## src/rtl/spwt_pkg.sv

```systemverilog
package spwt_pkg;

    // Timer width default and fixed field widths
    localparam int TIME_BITS_DEF = 48;
    localparam int TS_W          = 48;
    localparam int CONN_W        = 16;
    localparam int LIMIT_W       = 32;
    localparam int CFG_IDX_W     = 2;
    localparam int CFG_DATA_W    = 32;

    // Request codes
    localparam logic [3:0] REQ_ARM        = 4'd0;
    localparam logic [3:0] REQ_DISARM     = 4'd1;
    localparam logic [3:0] REQ_CONNECT    = 4'd2;
    localparam logic [3:0] REQ_DISCONNECT = 4'd3;
    localparam logic [3:0] REQ_ACTIVITY   = 4'd4;
    localparam logic [3:0] REQ_POLL       = 4'd5;
    localparam logic [3:0] REQ_IDLE_DROP  = 4'd6;
    localparam logic [3:0] REQ_TO_WIPE    = 4'd7;
    localparam logic [3:0] REQ_RECLAIM    = 4'd8;
    localparam logic [3:0] REQ_BOOT_ARM   = 4'd9;

    // Poll verdicts
    localparam logic [1:0] VERDICT_NONE = 2'd0;
    localparam logic [1:0] VERDICT_WIPE = 2'd1;
    localparam logic [1:0] VERDICT_DROP = 2'd2;

    // Notification actions
    localparam logic [1:0] ACT_IDLE_DROP = 2'd0;
    localparam logic [1:0] ACT_TIMEOUT   = 2'd1;
    localparam logic [1:0] ACT_RECLAIM   = 2'd2;

    // Configuration register indexes
    localparam logic [CFG_IDX_W-1:0] CFG_ARM_WINDOW = 2'd0;
    localparam logic [CFG_IDX_W-1:0] CFG_DEADLINE   = 2'd1;
    localparam logic [CFG_IDX_W-1:0] CFG_IDLE_LIMIT = 2'd2;
    localparam logic [CFG_IDX_W-1:0] CFG_SETUP_DONE = 2'd3;

    // Configuration reset values
    localparam logic [LIMIT_W-1:0] ARM_WINDOW_RST = 32'd300000000;
    localparam logic [LIMIT_W-1:0] DEADLINE_RST   = 32'd600000000;
    localparam logic [LIMIT_W-1:0] IDLE_LIMIT_RST = 32'd60000000;

    // One result item
    typedef struct packed {
        logic [1:0]        poll_verdict;
        logic              is_armed;
        logic              owns_buttons;
        logic              notify_valid;
        logic [1:0]        notify_action;
        logic [CONN_W-1:0] notify_conn;
    } t_result;

endpackage

```

## src/rtl/spwt_ifs.sv

```systemverilog
// Request channel
interface spwt_in_if;
    logic                       valid;
    logic                       ready;
    logic [3:0]                 req_type;
    logic [spwt_pkg::TS_W-1:0]  timestamp;
    logic [spwt_pkg::CONN_W-1:0] conn_id;

    modport source (output valid, req_type, timestamp, conn_id, input ready);
    modport sink   (input valid, req_type, timestamp, conn_id, output ready);
endinterface

// Result channel
interface spwt_out_if;
    logic                        valid;
    logic                        ready;
    logic [1:0]                  poll_verdict;
    logic                        is_armed;
    logic                        owns_buttons;
    logic                        notify_valid;
    logic [1:0]                  notify_action;
    logic [spwt_pkg::CONN_W-1:0] notify_conn;

    modport source (output valid, poll_verdict, is_armed, owns_buttons, notify_valid,
                    notify_action, notify_conn, input ready);
    modport sink   (input valid, poll_verdict, is_armed, owns_buttons, notify_valid,
                    notify_action, notify_conn, output ready);
endinterface

```

## src/rtl/spwt_expiry.sv

```systemverilog
module spwt_expiry #(
    parameter int TIME_BITS = spwt_pkg::TIME_BITS_DEF
) (
    input  logic [TIME_BITS-1:0]             i_now,
    input  logic [TIME_BITS-1:0]             i_start,
    input  logic [spwt_pkg::LIMIT_W-1:0]     i_limit,
    output logic                             o_expired
);
    import spwt_pkg::*;

    logic [TIME_BITS-1:0] elapsed;

    // Elapsed time wraps modulo 2^TIME_BITS
    assign elapsed   = i_now - i_start;
    assign o_expired = (elapsed >= TIME_BITS'(i_limit));

endmodule

```

## src/rtl/setup_phase_window_timer.sv

```systemverilog
// Setup-window supervisor. Each request item (arm, disarm, connect, disconnect,
// activity, poll, idle drop, timeout wipe, reclaim, boot arm) is accepted and its
// result item registered in the output buffer; a new request can be taken every
// cycle while a buffer entry is free. The state update, the three wrap-around
// elapsed-time compares and the poll priority select are done combinationally
// before the result register. Results go into a two-entry output buffer, so
// requests keep flowing while one result waits; requests stall only when both
// entries are held. The user must write configuration through the plain write
// port only while no request is in flight; the block does not enforce this.
module setup_phase_window_timer #(
    parameter int TIME_BITS = spwt_pkg::TIME_BITS_DEF
) (
    input  logic                              i_clk,
    input  logic                              i_rst_n,
    spwt_in_if.sink                           i_req,
    spwt_out_if.source                        o_res,
    input  logic                              i_cfg_we,
    input  logic [spwt_pkg::CFG_IDX_W-1:0]    i_cfg_idx,
    input  logic [spwt_pkg::CFG_DATA_W-1:0]   i_cfg_data
);
    import spwt_pkg::*;

    // Configuration
    logic [LIMIT_W-1:0] r_arm_window, r_deadline, r_idle_limit;
    logic               r_setup_done;

    always_ff @(posedge i_clk) begin
        if (!i_rst_n) begin
            r_arm_window <= ARM_WINDOW_RST;
            r_deadline   <= DEADLINE_RST;
            r_idle_limit <= IDLE_LIMIT_RST;
            r_setup_done <= 1'b0;
        end else if (i_cfg_we) begin
            unique case (i_cfg_idx)
                CFG_ARM_WINDOW: r_arm_window <= i_cfg_data;
                CFG_DEADLINE:   r_deadline   <= i_cfg_data;
                CFG_IDLE_LIMIT: r_idle_limit <= i_cfg_data;
                CFG_SETUP_DONE: r_setup_done <= i_cfg_data[0];
                default: ;
            endcase
        end
    end

    // Supervisor state
    logic                 r_armed, n_armed;
    logic                 r_dl_run, n_dl_run;
    logic                 r_conn, n_conn;
    logic [TIME_BITS-1:0] r_armed_time, n_armed_time;
    logic [TIME_BITS-1:0] r_dl_time, n_dl_time;
    logic [TIME_BITS-1:0] r_act_time, n_act_time;
    logic [CONN_W-1:0]    r_held_conn, n_held_conn;

    logic                 accept;
    logic [TIME_BITS-1:0] now;
    logic                 dl_exp, idle_exp, win_exp;
    t_result              res;

    assign accept = i_req.valid && i_req.ready;
    assign now    = TIME_BITS'(i_req.timestamp);

    spwt_expiry #(.TIME_BITS(TIME_BITS)) u_dl_exp (
        .i_now(now), .i_start(r_dl_time), .i_limit(r_deadline), .o_expired(dl_exp)
    );
    spwt_expiry #(.TIME_BITS(TIME_BITS)) u_idle_exp (
        .i_now(now), .i_start(r_act_time), .i_limit(r_idle_limit), .o_expired(idle_exp)
    );
    spwt_expiry #(.TIME_BITS(TIME_BITS)) u_win_exp (
        .i_now(now), .i_start(r_armed_time), .i_limit(r_arm_window), .o_expired(win_exp)
    );

    // Request decode and next state
    always_comb begin
        n_armed      = r_armed;
        n_dl_run     = r_dl_run;
        n_conn       = r_conn;
        n_armed_time = r_armed_time;
        n_dl_time    = r_dl_time;
        n_act_time   = r_act_time;
        n_held_conn  = r_held_conn;
        res          = '0;
        unique case (i_req.req_type) inside
            REQ_ARM, REQ_RECLAIM: begin
                n_armed      = 1'b1;
                n_armed_time = now;
                if (r_dl_run) n_dl_time = now;
                if (i_req.req_type == REQ_RECLAIM) begin
                    res.notify_valid  = 1'b1;
                    res.notify_action = ACT_RECLAIM;
                    res.notify_conn   = r_held_conn;
                end
            end
            REQ_BOOT_ARM: begin
                if (!r_setup_done) begin
                    n_armed      = 1'b1;
                    n_armed_time = now;
                    if (r_dl_run) n_dl_time = now;
                end
            end
            REQ_DISARM: begin
                n_armed = 1'b0;
                n_conn  = 1'b0;
            end
            REQ_CONNECT: begin
                if (!r_conn) begin
                    n_conn      = 1'b1;
                    n_held_conn = i_req.conn_id;
                    n_act_time  = now;
                    if (!r_dl_run) begin
                        n_dl_run  = 1'b1;
                        n_dl_time = now;
                    end
                end
            end
            REQ_DISCONNECT: n_conn = 1'b0;
            REQ_ACTIVITY: begin
                if (r_conn) n_act_time = now;
            end
            REQ_POLL: begin
                if (r_armed) begin
                    if (r_dl_run && dl_exp)       res.poll_verdict = VERDICT_WIPE;
                    else if (r_conn && idle_exp)  res.poll_verdict = VERDICT_DROP;
                    else if (!r_dl_run && win_exp) res.poll_verdict = VERDICT_WIPE;
                    else                          res.poll_verdict = VERDICT_NONE;
                end
            end
            REQ_IDLE_DROP: begin
                n_conn            = 1'b0;
                res.notify_valid  = 1'b1;
                res.notify_action = ACT_IDLE_DROP;
                res.notify_conn   = r_held_conn;
            end
            REQ_TO_WIPE: begin
                n_armed           = 1'b0;
                n_conn            = 1'b0;
                res.notify_valid  = 1'b1;
                res.notify_action = ACT_TIMEOUT;
            end
            default: ;
        endcase
        res.is_armed     = n_armed;
        res.owns_buttons = n_armed || !r_setup_done;
    end

    always_ff @(posedge i_clk) begin
        if (!i_rst_n) begin
            r_armed      <= 1'b0;
            r_dl_run     <= 1'b0;
            r_conn       <= 1'b0;
            r_armed_time <= '0;
            r_dl_time    <= '0;
            r_act_time   <= '0;
            r_held_conn  <= '0;
        end else if (accept) begin
            r_armed      <= n_armed;
            r_dl_run     <= n_dl_run;
            r_conn       <= n_conn;
            r_armed_time <= n_armed_time;
            r_dl_time    <= n_dl_time;
            r_act_time   <= n_act_time;
            r_held_conn  <= n_held_conn;
        end
    end

    // Two-entry result buffer: head drives the port, second entry catches stalls
    t_result    r_q0, r_q1;
    logic [1:0] r_cnt;
    logic       pop;

    assign pop         = o_res.valid && o_res.ready;
    assign i_req.ready = (r_cnt != 2'd2);

    always_ff @(posedge i_clk) begin
        if (!i_rst_n) begin
            r_cnt <= 2'd0;
        end else begin
            unique case (r_cnt)
                2'd0: if (accept) r_cnt <= 2'd1;
                2'd1: if (accept && !pop) r_cnt <= 2'd2;
                      else if (pop && !accept) r_cnt <= 2'd0;
                2'd2: if (pop) r_cnt <= 2'd1;
                default: r_cnt <= 2'd0;
            endcase
        end
    end

    always_ff @(posedge i_clk) begin
        if ((r_cnt == 2'd0 && accept) || (r_cnt == 2'd1 && accept && pop)) begin
            r_q0 <= res;
        end else if (r_cnt == 2'd2 && pop) begin
            r_q0 <= r_q1;
        end
        if (r_cnt == 2'd1 && accept && !pop) begin
            r_q1 <= res;
        end
    end

    assign o_res.valid         = (r_cnt != 2'd0);
    assign o_res.poll_verdict  = r_q0.poll_verdict;
    assign o_res.is_armed      = r_q0.is_armed;
    assign o_res.owns_buttons  = r_q0.owns_buttons;
    assign o_res.notify_valid  = r_q0.notify_valid;
    assign o_res.notify_action = r_q0.notify_action;
    assign o_res.notify_conn   = r_q0.notify_conn;

endmodule

```

## src/flat_wrapper.sv

```systemverilog
// flat-port wrapper written by rule: the top's interface ports become plain ports
module setup_phase_window_timer_flat import spwt_pkg::*;
#(
    parameter int TIME_BITS = spwt_pkg::TIME_BITS_DEF
)
  (i_clk, i_rst_n, i_cfg_we, i_cfg_idx, i_cfg_data, i_req_valid, i_req_req_type, i_req_timestamp, i_req_conn_id, i_req_ready, o_res_valid, o_res_poll_verdict, o_res_is_armed, o_res_owns_buttons, o_res_notify_valid, o_res_notify_action, o_res_notify_conn, o_res_ready);
  spwt_in_if i_req_i ();
  spwt_out_if o_res_i ();
  input  logic i_clk;
  input  logic i_rst_n;
  input  logic i_cfg_we;
  input  logic [spwt_pkg::CFG_IDX_W-1:0] i_cfg_idx;
  input  logic [spwt_pkg::CFG_DATA_W-1:0] i_cfg_data;
  input wire logic [$bits(i_req_i.valid)-1:0] i_req_valid;
  input wire logic [$bits(i_req_i.req_type)-1:0] i_req_req_type;
  input wire logic [$bits(i_req_i.timestamp)-1:0] i_req_timestamp;
  input wire logic [$bits(i_req_i.conn_id)-1:0] i_req_conn_id;
  output wire logic [$bits(i_req_i.ready)-1:0] i_req_ready;
  output wire logic [$bits(o_res_i.valid)-1:0] o_res_valid;
  output wire logic [$bits(o_res_i.poll_verdict)-1:0] o_res_poll_verdict;
  output wire logic [$bits(o_res_i.is_armed)-1:0] o_res_is_armed;
  output wire logic [$bits(o_res_i.owns_buttons)-1:0] o_res_owns_buttons;
  output wire logic [$bits(o_res_i.notify_valid)-1:0] o_res_notify_valid;
  output wire logic [$bits(o_res_i.notify_action)-1:0] o_res_notify_action;
  output wire logic [$bits(o_res_i.notify_conn)-1:0] o_res_notify_conn;
  input wire logic [$bits(o_res_i.ready)-1:0] o_res_ready;
  assign i_req_i.valid = i_req_valid;
  assign i_req_i.req_type = i_req_req_type;
  assign i_req_i.timestamp = i_req_timestamp;
  assign i_req_i.conn_id = i_req_conn_id;
  assign i_req_ready = i_req_i.ready;
  assign o_res_valid = o_res_i.valid;
  assign o_res_poll_verdict = o_res_i.poll_verdict;
  assign o_res_is_armed = o_res_i.is_armed;
  assign o_res_owns_buttons = o_res_i.owns_buttons;
  assign o_res_notify_valid = o_res_i.notify_valid;
  assign o_res_notify_action = o_res_i.notify_action;
  assign o_res_notify_conn = o_res_i.notify_conn;
  assign o_res_i.ready = o_res_ready;
  setup_phase_window_timer #(.TIME_BITS(TIME_BITS)) u_core (.i_clk(i_clk), .i_rst_n(i_rst_n), .i_req(i_req_i), .o_res(o_res_i), .i_cfg_we(i_cfg_we), .i_cfg_idx(i_cfg_idx), .i_cfg_data(i_cfg_data));
endmodule
```

## config.mk

```make
export PLATFORM = sky130hd
export DESIGN_NAME = setup_phase_window_timer_flat
export DESIGN_NICKNAME = d
export VERILOG_FILES = /design/src/rtl/spwt_pkg.sv /design/src/rtl/spwt_ifs.sv /design/src/rtl/spwt_expiry.sv /design/src/rtl/setup_phase_window_timer.sv /design/src/flat_wrapper.sv
export SDC_FILE = /design/constraint.sdc
export NUM_CORES = 1
export LEC_CHECK = 0
export ABC_AREA = 1
export BUFFER_PORTS_ARGS = -buffer_cell sky130_fd_sc_hd__clkbuf_2
export CORE_AREA = 4 4 215 217
export CTS_BUF_LIST = sky130_fd_sc_hd__clkbuf_8 sky130_fd_sc_hd__clkbuf_16
export DETAILED_ROUTE_END_ITERATION = 7
export DIE_AREA = 0 0 219 221
export GPL_TIMING_DRIVEN = 0
export PLACE_DENSITY = 0.72
export SKIP_LAST_GASP = 1
export SYNTH_ARGS = -nofsm -noshare
export SYNTH_HDL_FRONTEND = slang
export SYNTH_SLANG_ARGS = --single-unit
```

## constraint.sdc

```tcl
create_clock -name i_clk -period 8.6 [get_ports i_clk]
set_clock_uncertainty 0.2 [all_clocks]
set_input_delay 1.29 -clock i_clk [delete_from_list [all_inputs] [get_ports i_clk]]
set_output_delay 1.29 -clock i_clk [all_outputs]
set_load 0.03 [all_outputs]
```

==> impl_metrics.env, run 1 <==
export IMPL_highest_layer="met4"
export IMPL_rsz0062_at_grt="no"
export IMPL_ys_flop_type="dfxtp_1"
export IMPL_p_leak_nw=12.7
export IMPL_num_vias=24800
export IMPL_irDropWorstVdd_mv=0.168
export IMPL_setup_tns_ps=0
export IMPL_hold_ws_ps=254
export IMPL_cts_root_buf="clkbuf_16"
export IMPL_final_cell_count_no_fill=4579
export IMPL_start_kind="input pin"
export IMPL_drv_cap=0
export IMPL_clock_latency_ps=580
export IMPL_critPathBufInv=4
export IMPL_dr_first_iter_drc_count=1885
export IMPL_wl_met1_um=34500
export IMPL_yosys_area_share_adder=0.125
export IMPL_regToRegEndpoint="u_core.o_res.poll_verdict[0]"
export IMPL_finalSetupViolCount=0
export IMPL_clkSinkCount=308
export IMPL_syn_area_um2=24100
export IMPL_grt_max_degree=25
export IMPL_drc_errors=0
export IMPL_hold_viol_final=0
export IMPL_rrSetupSlack_ps=4030
export IMPL_synth_edf_count=46
export IMPL_synth_top_family_by_area="simple AND/OR/NAND/NOR gates"
export IMPL_hp_class="flip-flop to flip-flop"
export IMPL_dpl_cell_area_um2=25500
export IMPL_synthSimpleGateAreaFrac=0.268
export IMPL_ctsLongestPathBuffers=3
export IMPL_core_um2=44100
export IMPL_route_met2_wl_um=39100
export IMPL_design_area_um2=26700
export IMPL_cts_made_buffers=37
export IMPL_final_antenna_net_count=0
export IMPL_r2r_cells=24
export IMPL_status="complete, no violations"
export IMPL_grt_pass1_vias=23600
export IMPL_grt_antenna_before_repair=0
export IMPL_grt_use_total=0.338
export IMPL_critPathArrivalTime_ps=5450
export IMPL_grt_pass1_wl_um=128000
export IMPL_final_cell_mix="nand2_1 (954), inv_1 (671), a21oi_1 (421)"
export IMPL_finalCriticalPeriod_ps=5310
export IMPL_maxSlewViolCount=0
export IMPL_min_period_over_period=0.617
export IMPL_cp_required_ps=8740
export IMPL_wl_per_cell_um=18.3
export IMPL_min_from="u_core.r_act_time[32]"
export IMPL_tightest_slew_ps=1000
export IMPL_timing_slew_headroom=0.329
export IMPL_area_growth_pct=10.8
export IMPL_finish_utilization=0.606
export IMPL_powerDensity_nw_per_um2=164
export IMPL_syn_num_nets=4136
export IMPL_final_common_cell="nand2_1"
export IMPL_initial_core_util=0.547
export IMPL_cts_hold_buf=0
export IMPL_synth_area_mux_share=0
export IMPL_ys_seq_area_frac=0.275
export IMPL_synth_compound_gate_area_share=0.181
export IMPL_post_cts_repair_setup_buffers=0
export IMPL_dieWidth_um=219
export IMPL_synth_seq_cells=308
export IMPL_gp_congestion=0.998
export IMPL_async_flop_share=0
export IMPL_overflow=0
export IMPL_rows=77
export IMPL_fin_nets=4306
export IMPL_drt_total_wl_um=83800
export IMPL_syn_instance_count=3789
export IMPL_io_buffers=129
export IMPL_path_clk_slew_ps=60
export IMPL_holdPathEnd="u_core.r_act_time[32]"
export IMPL_wl_met3_um=5220
export IMPL_cts_tree="yes"
export IMPL_die_height_um=221
export IMPL_h_tree_depth=2
export IMPL_slowest_stage="fa_1"
export IMPL_crit_family="simple AND/OR/NAND/NOR gates"
export IMPL_io_pins=132
export IMPL_drive_gt1_frac=0.0652
export IMPL_avgSynthCellArea_um2=6.37
export IMPL_r2r_start="u_core.r_dl_time[0]"
export IMPL_drt_first_pass_iters=6
export IMPL_holdPathStages=2
export IMPL_dieArea_um2=48400
export IMPL_yosysWarnings=0
export IMPL_placed_cells=4512
export IMPL_cp_max_fo=6
export IMPL_crit_type="input pin to flip-flop"
export IMPL_synth_xor_area_share=0.0338
export IMPL_endpoint_kind="flip-flop"
export IMPL_dp_hpwl_um=70500
export IMPL_vias_per_cell=5.41
export IMPL_critPathMaxStageDelay_ps=400
export IMPL_ys_types=44
export IMPL_cts_resized=0
export IMPL_max_freq_mhz=188
[metal layers]
| metal | up-vias | track usage |
|---|---|---|
| li1 | 12500 | - |
| met1 | 11200 | 0.419 |
| met2 | 809 | 0.573 |
| met3 | 228 | 0.0418 |
| met4 | 0 | 0.173 |
| met5 | - | 0 |
[cells in the mapped netlist, types with 4 or more instances]
cell type | n | share of area
nor3_1 | 29 | 0.0060
xnor2_1 | 21 | 0.0076
nand3_2 | 9 | 0.0037
xor2_1 | 72 | 0.026
dfxtp_1 | 262 | 0.22
o211ai_1 | 36 | 0.011
nor3b_1 | 4 | 0.0012
nor2_2 | 18 | 0.0047
o21bai_1 | 12 | 0.0037
nand3_1 | 118 | 0.024
a21oi_1 | 421 | 0.087
edfxtp_1 | 46 | 0.057
a21o_1 | 8 | 0.0025
nand3b_1 | 15 | 0.0047
a211oi_1 | 5 | 0.0016
inv_1 | 664 | 0.10
nor3_2 | 5 | 0.0021
ha_1 | 237 | 0.12
nor2_1 | 348 | 0.054
o21ai_0 | 300 | 0.062
inv_2 | 5 | 0.00078
nand2_2 | 21 | 0.0054
nand2_1 | 954 | 0.15
a31oi_1 | 10 | 0.0026
o21a_1 | 9 | 0.0028
nand4_1 | 34 | 0.0088
clkbuf_1 | 83 | 0.013
o21ai_1 | 13 | 0.0027
[worst max path at each step]
stage / slack (ps) / to / depth (start not counted) / startpoint
after CTS: 3350 / u_core.o_res.poll_verdict[0] / 26 / i_req_timestamp[0]
after floorplan: 4160 / u_core.o_res.poll_verdict[1] / 26 / i_req_timestamp[0]
after detailed placement: 2760 / u_core.o_res.poll_verdict[0] / 26 / i_req_timestamp[0]
after global routing: 2860 / u_core.o_res.poll_verdict[0] / 26 / i_req_timestamp[0]
after global placement: 2750 / u_core.o_res.poll_verdict[0] / 26 / i_req_timestamp[0]
final: 3290 / u_core.o_res.poll_verdict[0] / 26 / i_req_timestamp[0]
[sequential cells by signal (all words and copies together) (netlist names), 2 cells and up]
name	flops
u_core.r_q1	23
u_core.r_act_time	48
u_core.r_arm_window	32
u_core.r_deadline	32
u_core.r_idle_limit	32
u_core.r_held_conn	16
u_core.r_armed_time	48
u_core.r_cnt	2
u_core.o_res.notify_conn	16
u_core.o_res.notify_action	2
u_core.r_dl_time	48
u_core.o_res.poll_verdict	2
[cell type report]
class	count	area, um^2
timing repair buffer	131	668
multi-input combinational	2726	14700
fill	4513	17400
buffer	86	333
antenna	1	2.50
tap	592	741
sequential	308	6630
clock buffer	42	995
clock inverter	24	195
inverter	669	2510
[logic make-up after synthesis]
group	after synthesis
and+or+nand+nor	1567
DFF	308
buffers and inverters	755
AOI/OAI and AO/OA	826
xor gates and xnor gates	93
adders and majority gates	240
[per-stage QoR]
step | setup WS, ps | total power (W)
global placement | 2750 | 0.00283
CTS | 3350 | 0.00438
detailed placement | 2760 | 0.00284
floorplan | 4160 | 0.00245
global route | 2860 | 0.00462
finish | 3290 | 0.00439
[power breakdown]
group,total [W],internal [W],leakage (nW),switching [W]
Clock,0.00155,0.000896,0.614,0.000654
Sequential,0.00154,0.00152,2.59,0.0000166
Combinational,0.00130,0.000428,9.51,0.000869
Total,0.00439,0.00285,12.7,0.00154
[tightest hold or removal path: cells and delay by family, from the launching register on]
kind                   cells  cell delay, ps
DFF                        1             290
AOI/OAI and AO/OA          1              50
buffers and inverters      1              60
Power figures use the tool's default switching activity.
==> run 2, diff against run 1 <==
--- a/config.mk
+++ b/config.mk
@@ -12,7 +12,7 @@
 export DETAILED_ROUTE_END_ITERATION = 7
 export DIE_AREA = 0 0 219 221
 export GPL_TIMING_DRIVEN = 0
-export PLACE_DENSITY = 0.72
+export PLACE_DENSITY = 0.75
 export SKIP_LAST_GASP = 1
 export SYNTH_ARGS = -nofsm -noshare
 export SYNTH_HDL_FRONTEND = slang
==> constraint.sdc (replaced) <==
create_clock -name i_clk -period 4.4 [get_ports i_clk]
set_clock_uncertainty 0.2 [all_clocks]
set_input_delay 0.66 -clock i_clk [delete_from_list [all_inputs] [get_ports i_clk]]
set_output_delay 0.66 -clock i_clk [all_outputs]
set_load 0.03 [all_outputs]
==> run 2 against run 1 <==
  * Register-to-register slack worse by 3800 ps
  * Clock power is 83% higher
  * Worst setup slack worse by 3200 ps
  * Count of clock-buffer cells in the layout is 3 lower
  * Power is 92% higher
  * Via count is 1.1% higher
  * Core utilization is 0.84 points higher
  * Global-route usage is 0.87 points lower
  * Flip-flop and latch count stayed put
  * Sequential share of layout area is 0.34 points lower
  * Sequential power is 95% higher
  * Highest routed layer unchanged
==> impl_metrics.env, run 2 (synthesis gave the netlist of run 1 again) <==
export IMPL_switchingPower_w=0.00303
export IMPL_io_buffers=129
export IMPL_endpoint_kind="flip-flop"
export IMPL_crit_family="simple AND/OR/NAND/NOR gates"
export IMPL_hold_viol_final=0
export IMPL_io_pins=132
export IMPL_num_vias=25000
export IMPL_vias_per_cell=5.46
export IMPL_critPathBufInv=1
export IMPL_status="complete, no violations"
export IMPL_r2r_cells=25
export IMPL_crit_type="input pin to flip-flop"
export IMPL_h_tree_depth=2
export IMPL_slowest_stage="ha_2"
export IMPL_fin_nets=4313
export IMPL_grt_use_total=0.329
export IMPL_dieWidth_um=219
export IMPL_clkSinkCount=308
export IMPL_dr_first_iter_drc_count=1829
export IMPL_cts_made_buffers=36
export IMPL_path_clk_slew_ps=60
export IMPL_tightest_slew_ps=1260
export IMPL_p_comb_frac=0.308
export IMPL_dp_hpwl_um=68300
export IMPL_die_height_um=221
export IMPL_grt_pass1_wl_um=125000
export IMPL_finish_utilization=0.614
export IMPL_reg_top3="u_core.r_act_time (48), u_core.r_armed_time (48), u_core.r_dl_time (48)"
export IMPL_diodes=0
export IMPL_start_kind="input pin"
export IMPL_drive_gt1_frac=0.0859
export IMPL_final_antenna_net_count=0
export IMPL_power_frac_clock=0.335
export IMPL_finalSetupViolCount=0
export IMPL_pwr_share_seq=0.357
export IMPL_timing_slew_headroom=0.154
export IMPL_p_leak_nw=12.7
export IMPL_wl_per_cell_um=18.0
export IMPL_grt_max_degree=25
export IMPL_drv_cap=0
export IMPL_rsz0062_at_grt="yes"
export IMPL_grt_antenna_before_repair=0
export IMPL_dieArea_um2=48400
export IMPL_final_common_cell="nand2_1"
export IMPL_finalCriticalPeriod_ps=4270
export IMPL_rows=77
export IMPL_gp_congestion=1.06
export IMPL_max_freq_mhz=234
export IMPL_irDropWorstVdd_mv=0.306
export IMPL_fillerInstances=4435
export IMPL_drt_first_pass_iters=6
export IMPL_path_depth=25
export IMPL_hp_class="input pin to flip-flop"
export IMPL_critPathMaxStageDelay_ps=470
export IMPL_drc_errors=0
export IMPL_clock_latency_ps=570
export IMPL_switching_share=0.359
export IMPL_p_int_w=0.00541
export IMPL_cts_tree="yes"
export IMPL_ctsLongestPathBuffers=3
export IMPL_design_area_um2=27100
export IMPL_dpl_cell_area_um2=25500
export IMPL_cts_root_buf="clkbuf_16"
export IMPL_min_period_over_period=0.970
export IMPL_critPathArrivalTime_ps=4400
export IMPL_initial_core_util=0.547
export IMPL_area_growth_pct=12.3
export IMPL_grt_pass1_vias=23500
export IMPL_drt_total_wl_um=82400
export IMPL_holdPathStages=2
export IMPL_setup_tns_ps=0
export IMPL_powerDensity_nw_per_um2=311
export IMPL_core_um2=44100
export IMPL_cp_required_ps=4530
export IMPL_maxSlewViolCount=0
export IMPL_overflow=0
export IMPL_final_cell_mix="nand2_1 (949), inv_1 (671), a21oi_1 (408)"
export IMPL_cp_max_fo=6
run 2: per-stage QoR:
step	worst slack, ps	power, W	std cells	hold slack, ps
3_5_place_dp	-875	0.00553	4512	247
5_1_grt	-56.0	0.00889	4583	158
3_3_place_gp	-858	0.00550	4510	240
4_1_cts	8.91	0.00835	4575	124
6_report	133	0.00843	4583	139
2_1_floorplan	588	0.00479	3789	230
run 2: per-layer routing:
metal / vias up / track usage / wire length [um]
li1: 12500 / - / -
met3: 244 / 0.0344 / 4930
met4: 0 / 0.167 / 4790
met5: - / 0 / 0
met1: 11400 / 0.402 / 33500
met2: 870 / 0.570 / 39100
run 2: worst paths after layout:
| path | startpoint | to | slack [ps] |
|---|---|---|---|
| worst min register to register | u_core.r_held_conn[11] | u_core.r_held_conn[11] | 250 |
| worst max-delay path | i_req_timestamp[15] | u_core.o_res.poll_verdict[1] | 130 |
| worst min-delay path | o_res_ready | u_core.r_cnt[1] | 140 |
| worst max register to register | u_core.r_act_time[15] | u_core.o_res.poll_verdict[1] | 190 |
run 2: area by class of cell:
class,instances,area [um^2],share of cell area
plain buffers,86,333,0.0123
repair buffers,139,728,0.0269
inverters,669,2510,0.0928
multi-input cells,2726,15100,0.556
well taps,592,741,0.0273
flip-flops and latches,308,6630,0.244
clock buffers,39,942,0.0348
clock inverters,24,151,0.00559
run 2: power by group through the flow:
stage | Clock (W) | Sequential [W] | Combinational (W)
4_1_cts | 0.00286 | 0.00301 | 0.00248
5_1_grt | 0.00297 | 0.00302 | 0.00290
3_5_place_dp | 0 | 0.00307 | 0.00246
6_report | 0.00283 | 0.00301 | 0.00260
3_3_place_gp | 0 | 0.00307 | 0.00243
2_1_floorplan | 0 | 0.00310 | 0.00170
run 2: repair_timing:
action                     in CTS  in global routing
setup endpoints to repair       4                  4
resized for setup               5                 88
hold buffers                    0                  0
pin swaps                       1                  9
setup buffers                   0                  8
run 2: worst register-to-register path: cells and delay by family (launching register included):
family	cells	cell delay [ps]
AOI/OAI and AO/OA	4	610
xor gates and xnor gates	1	210
adders and majority gates	2	670
buffers and inverters	1	70
DFF	1	300
and+or+nand+nor	17	1950
